`src/hdl/sfd_pkg.sv`:
```
package sfd_pkg;

  localparam int DATA_W    = 32;
  localparam int DELAY_W   = 16;
  localparam int GAIN_W    = 17;
  localparam int WIDTH_W   = 18;
  localparam int CFG_W     = 18;
  localparam int CFG_IDX_W = 3;

  localparam logic [DELAY_W-1:0] DELAY_LEFT_RST  = 16'd11025;
  localparam logic [DELAY_W-1:0] DELAY_RIGHT_RST = 16'd11025;
  localparam logic [GAIN_W-1:0]  FEEDBACK_RST    = 17'd22937;
  localparam logic [GAIN_W-1:0]  WET_MIX_RST     = 17'd22937;
  localparam logic [WIDTH_W-1:0] STEREO_W_RST    = 18'd65536;

  typedef enum logic [CFG_IDX_W-1:0] {
    REG_DELAY_LEFT    = 3'd0,
    REG_DELAY_RIGHT   = 3'd1,
    REG_FEEDBACK_GAIN = 3'd2,
    REG_WET_MIX       = 3'd3,
    REG_STEREO_WIDTH  = 3'd4
  } reg_idx_e;

  // one state per multiplier issue slot in the arithmetic phase
  typedef enum logic [3:0] {
    ST_CLEAR,
    ST_IDLE,
    ST_ADDR,
    ST_READ,
    ST_LATCH,
    ST_FB_L,
    ST_FB_R,
    ST_MID,
    ST_SIDE0,
    ST_DRY_L,
    ST_SIDE,
    ST_DRY_R,
    ST_WET_L,
    ST_WET_R,
    ST_SUM,
    ST_DONE
  } state_e;

  typedef struct packed {
    logic signed [DATA_W-1:0] sample_left;
    logic signed [DATA_W-1:0] sample_right;
    logic                     last_frame;
  } in_req_t;

  typedef struct packed {
    logic signed [DATA_W-1:0] out_left;
    logic signed [DATA_W-1:0] out_right;
    logic                     last_frame_out;
  } out_rsp_t;

endpackage

```
`src/hdl/sfd_mul.sv`:
```
module sfd_mul import sfd_pkg::*; #(
  parameter int FRAC_BITS = 16
) (
  input  logic                     clk_i,
  input  logic signed [DATA_W-1:0] a_i,
  input  logic signed [DATA_W-1:0] b_i,
  output logic [DATA_W-1:0]        res_o
);

  logic signed [2*DATA_W-1:0] prod_q;

  always_ff @(posedge clk_i) begin
    prod_q <= a_i * b_i;
  end

  // floor shift of the full product, low word kept
  assign res_o = prod_q[FRAC_BITS+DATA_W-1:FRAC_BITS];

endmodule
```
`config.mk`:
```
export PLATFORM = sky130hd
export DESIGN_NAME = sfd_mul
export DESIGN_NICKNAME = d
export VERILOG_FILES = /design/src/hdl/sfd_pkg.sv /design/src/hdl/sfd_mul.sv
export SDC_FILE = /design/constraint.sdc
export NUM_CORES = 2
export LEC_CHECK = 0
export BUFFER_PORTS_ARGS = -buffer_cell sky130_fd_sc_hd__buf_2
export CELL_PAD_IN_SITES_DETAIL_PLACEMENT = 0
export CELL_PAD_IN_SITES_GLOBAL_PLACEMENT = 2
export CORE_MARGIN = 1
export CORE_UTILIZATION = 43
export DETAILED_ROUTE_END_ITERATION = 10
export PLACE_DENSITY = 0.95
export SLEW_MARGIN = 10
export SYNTH_ARGS = -nofsm -noshare
export SYNTH_HDL_FRONTEND = slang
export SYNTH_SLANG_ARGS = --single-unit
```
`constraint.sdc`:
```
create_clock -name clk_i -period 8.8 [get_ports clk_i]
set_clock_uncertainty 0.1 [all_clocks]
set_input_delay 0.44 -clock clk_i [delete_from_list [all_inputs] [get_ports clk_i]]
set_output_delay 0.44 -clock clk_i [all_outputs]
set_load 0.02 [all_outputs]
```
Word-level counts from Yosys, hierarchy flattened. Index checks and enable logic that the tools add are counted.

Shift operators: 0. Equal/unequal tests: 0. Magnitude comparators: 0. Add/subtract/negate cells: 0. $mul: 1. Divide/modulo/power cells: 0. Reductions and logical operators: 0. Bitwise logic cells: 0. Multiplexer cells: 0.

Operators by type and width (number): multiplier 32 x 32 -> 48 bit (1).

ROM bits: 0. Bits in latches: 0. Register bits: 48. Output and inout port bits: 32. Input bits: 65. Bits in writable memories: 0. Memories kept: 0. Word-level logic and storage cells: 2.

Depth between registers and ports, before layout.
Depth after elaboration: 1. Gate-level depth with buffers: 28. Mapped depth without buffers: 26.

Worst setup path after synthesis. Ideal clock, no wire load.

Kind: input -> register. From: input port a_i[18]. To: register prod_q[45]. Setup slack: 1.611 ns. Data arrival time: 6.967 ns. Stages: 22. Path through: clkbuf_1 -> clkbuf_1 -> nand2_1 -> fa_1 -> fa_1 -> fa_1 -> fa_1 -> inv_1 -> fa_1 -> fa_1 -> fa_1 -> fa_1 -> ha_1 -> a21o_1 -> a21o_1 -> a221oi_2 -> o21ai_1 -> a2111oi_4 -> o21ai_2 -> nand3_2 -> nor3b_1 -> a311o_1.

Cells in the longest elaborated chain, start to end: 1.

Ends and longest elaborated chain: from (decl) (line sfd_mul.sv:5) `input logic signed [DATA_W-1:0] a_i,`; multiplier 32 x 32 -> 48 bit (line sfd_mul.sv:13) `prod_q <= a_i * b_i;`; to (signal assigned) (line sfd_mul.sv:13); to (decl) (line sfd_mul.sv:10) `logic signed [2*DATA_W-1:0] prod_q;`.

Every way passes these cells.

Final worst setup path.
From: input port b_i[2]. To: register prod_q[45].

Cells in the longest elaborated chain, start to end: 1.

Ends and longest elaborated chain: from (decl) (line sfd_mul.sv:6) `input logic signed [DATA_W-1:0] b_i,`; multiplier 32 x 32 -> 48 bit (line sfd_mul.sv:13).

Every way passes these cells.

==> out/metrics.csv <==
metric,value,unit
Worst setup SP type,input pin,
sequential share of the synthesized area,2.19,%
area of the mapped netlist,29200,sq um
post-route clock period utilization,87.4,%
Final GP Congestion,0.850,
Critical Path End Type,register,
Ports,97,
class of the worst hold path,in -> reg,
WL final,74.5,mm
Worst EP arrival,7.81,ns
CTS tree,built,
die area,68900,sq um
Crit Path Category,in -> reg,
CTS root buffer,clkbuf_16,
Bufs on Longest Clock Path,2,
final net count,4133,
Final Hold Fails,0,
initial antenna violation count,6,
core box area,67200,sq um
Rel. slew slack,46.8,%
worst hold path depth,6,
"commonest non-fill, non-tap cell in the layout",fa_1,
DR vias/cell,4.99,
hold worst-path end,prod_q[47]$_DFF_P_,
H-tree Lvls,2,
"Hold-fix buffers, CTS",0,
Max Transition Viols Final,0,
Mean Syn Cell Area,9.40,sq um
number of gates resized after cts,0,
register area,641,sq um
GRT Total Usage,23.3,%
Synth async-reset ratio,0,%
number of max-cap violations,0,
Multi-input gate area,25000,sq um
# fillers,6434,
"EDFF count, synth",0,
CTS sink cnt,32,
RSZ-0062 raised after global routing,false,
Area Growth Syn to Fin,4.37,%
IO Port Bufs,96,
Post-CTS Setup Repair Bufs,0,
first-pass GRT wire length,124,mm
Initial DRC Count,1066,
final setup vio count,0,
status,"finished, final reports clean",
Main synth FF type,dfxtp_1,
die height,263,microns
Critical Path Fanout Max,32,
most frequent cells in the layout,"838 x fa_1, 786 x inv_1, 463 x and2_1",
Final ANT Viol Nets,0,
Hold Startpoint,a_i[31],
Die X,263,microns
Top Registers,prod_q x32,
vias in the first global route,22000,
dpl hpwl,62.1,mm
WL/cell,18.9,microns
synth warn,0,
Mapped Nets,4172,
count of cell types in the netlist,48,
Initial Util,43.5,%
Post-route DRC,0,
Seq cells post-synth,32,
share of layout cells above drive strength 1,4.79,%
worst-margin pin slew,0.798,ns
critical path data required time,8.91,ns
via count,19700,
Peak Freq,130,MHz
Std-Cell Rows,95,
Period minus WS final,7.69,ns
largest net degree at the start of global routing,34,
Fin Setup TNS,0,ns
max FFs per register,32,
CTS Buf Count,5,
most flop-heavy register,prod_q,
grt total ovfl,0,
Gate Count Post-Synth,3106,
clk slew on worst S/H paths,0.07,ns
source of the critical timing path,b_i[2],
DR pass1 iterations,5,
final cells by class:
cell class,count,area share (%)
timing repair buffer,122,2.22
clock inverter,3,0.0616
sequential,32,2.10
inverter,786,9.68
antenna,1,0.00821
multi-input combinational,2120,81.9
tap,873,3.58
clock buffer,5,0.411
synthesized netlist by cell type, types with 4 or more instances:
library cell    n  share of area (%)
a21o_1         14               0.36
a21oi_1        22               0.38
a21oi_2         4               0.12
and2_1        463                9.9
clkbuf_1      166                2.1
dfxtp_1        32                2.2
fa_1          838                 57
ha_1          163                7.0
inv_1         786                 10
nand2_1       438                5.6
nand2b_1        9               0.19
nand4_1         5               0.11
nor2_1         21               0.27
nor2b_1        11               0.24
o21ai_0         9               0.15
o21ai_1         7               0.12
o21bai_1        5               0.13
xnor2_1        54                1.6
xor2_1         17               0.51
how the worst max path moves through the flow:
stage | slack, ns | cells past startpoint | endpoint
after CTS | 1.05 | 23 | prod_q[45]$_DFF_P_
after floorplan | 1.61 | 22 | prod_q[45]$_DFF_P_
final | 1.11 | 21 | prod_q[45]$_DFF_P_
after detailed placement | 0.73 | 23 | prod_q[45]$_DFF_P_
after global routing | 0.71 | 24 | prod_q[45]$_DFF_P_
after global placement | 0.77 | 21 | prod_q[45]$_DFF_P_
per-layer routing:
layer  up-vias  global-route usage (%)  wire [microns]
li1       8613                       -               -
met1     10400                    32.2           32500
met2       584                    38.2           35800
met3        77                    4.44            4940
met4         8                    4.53            1220
met5         -                       0              47
kinds of logic (layout without fill, tap and decap cells):
group	count (synthesis)	in the layout	share of synthesized area [%]
other cells	0	1	0
xor+xnor	71	71	2.13
fa+ha+maj	1001	1001	64.4
buf+inv	954	916	12.3
simple gates	961	961	16.7
compound gates	87	87	2.23
flops	32	32	2.19
through the flow:
stage	worst slack (ns)	std cells	utilization, %	hold slack (ns)	instance area (sq um)
after detailed placement	0.729	3933	45.2	0.758	30300
after floorplan	1.61	3106	-	0.679	29200
after global placement	0.774	3933	45.2	0.756	30300
final	1.11	3942	45.4	0.957	30500
after global routing	0.712	3941	45.4	1.02	30500
after CTS	1.05	3941	45.4	0.949	30500
worst max-delay path: stages:
cell       delay, ns
buf_2           0.60
nand2_1         0.17
fa_1            0.60
fa_1            0.43
fa_1            0.48
fa_1            0.55
inv_1           0.05
fa_1            0.49
fa_1            0.56
fa_1            0.42
fa_1            0.49
ha_1            0.40
a21oi_2         0.18
o21ai_2         0.10
nor4_2          0.38
a211oi_4        0.21
a2111oi_4       0.57
o21ai_2         0.15
nand3_2         0.13
nor3b_1         0.05
a311o_1         0.31
Power is left out: the tool's default activity adds up to more than one toggle a clock period on the data nets, which glitch-free logic cannot reach.
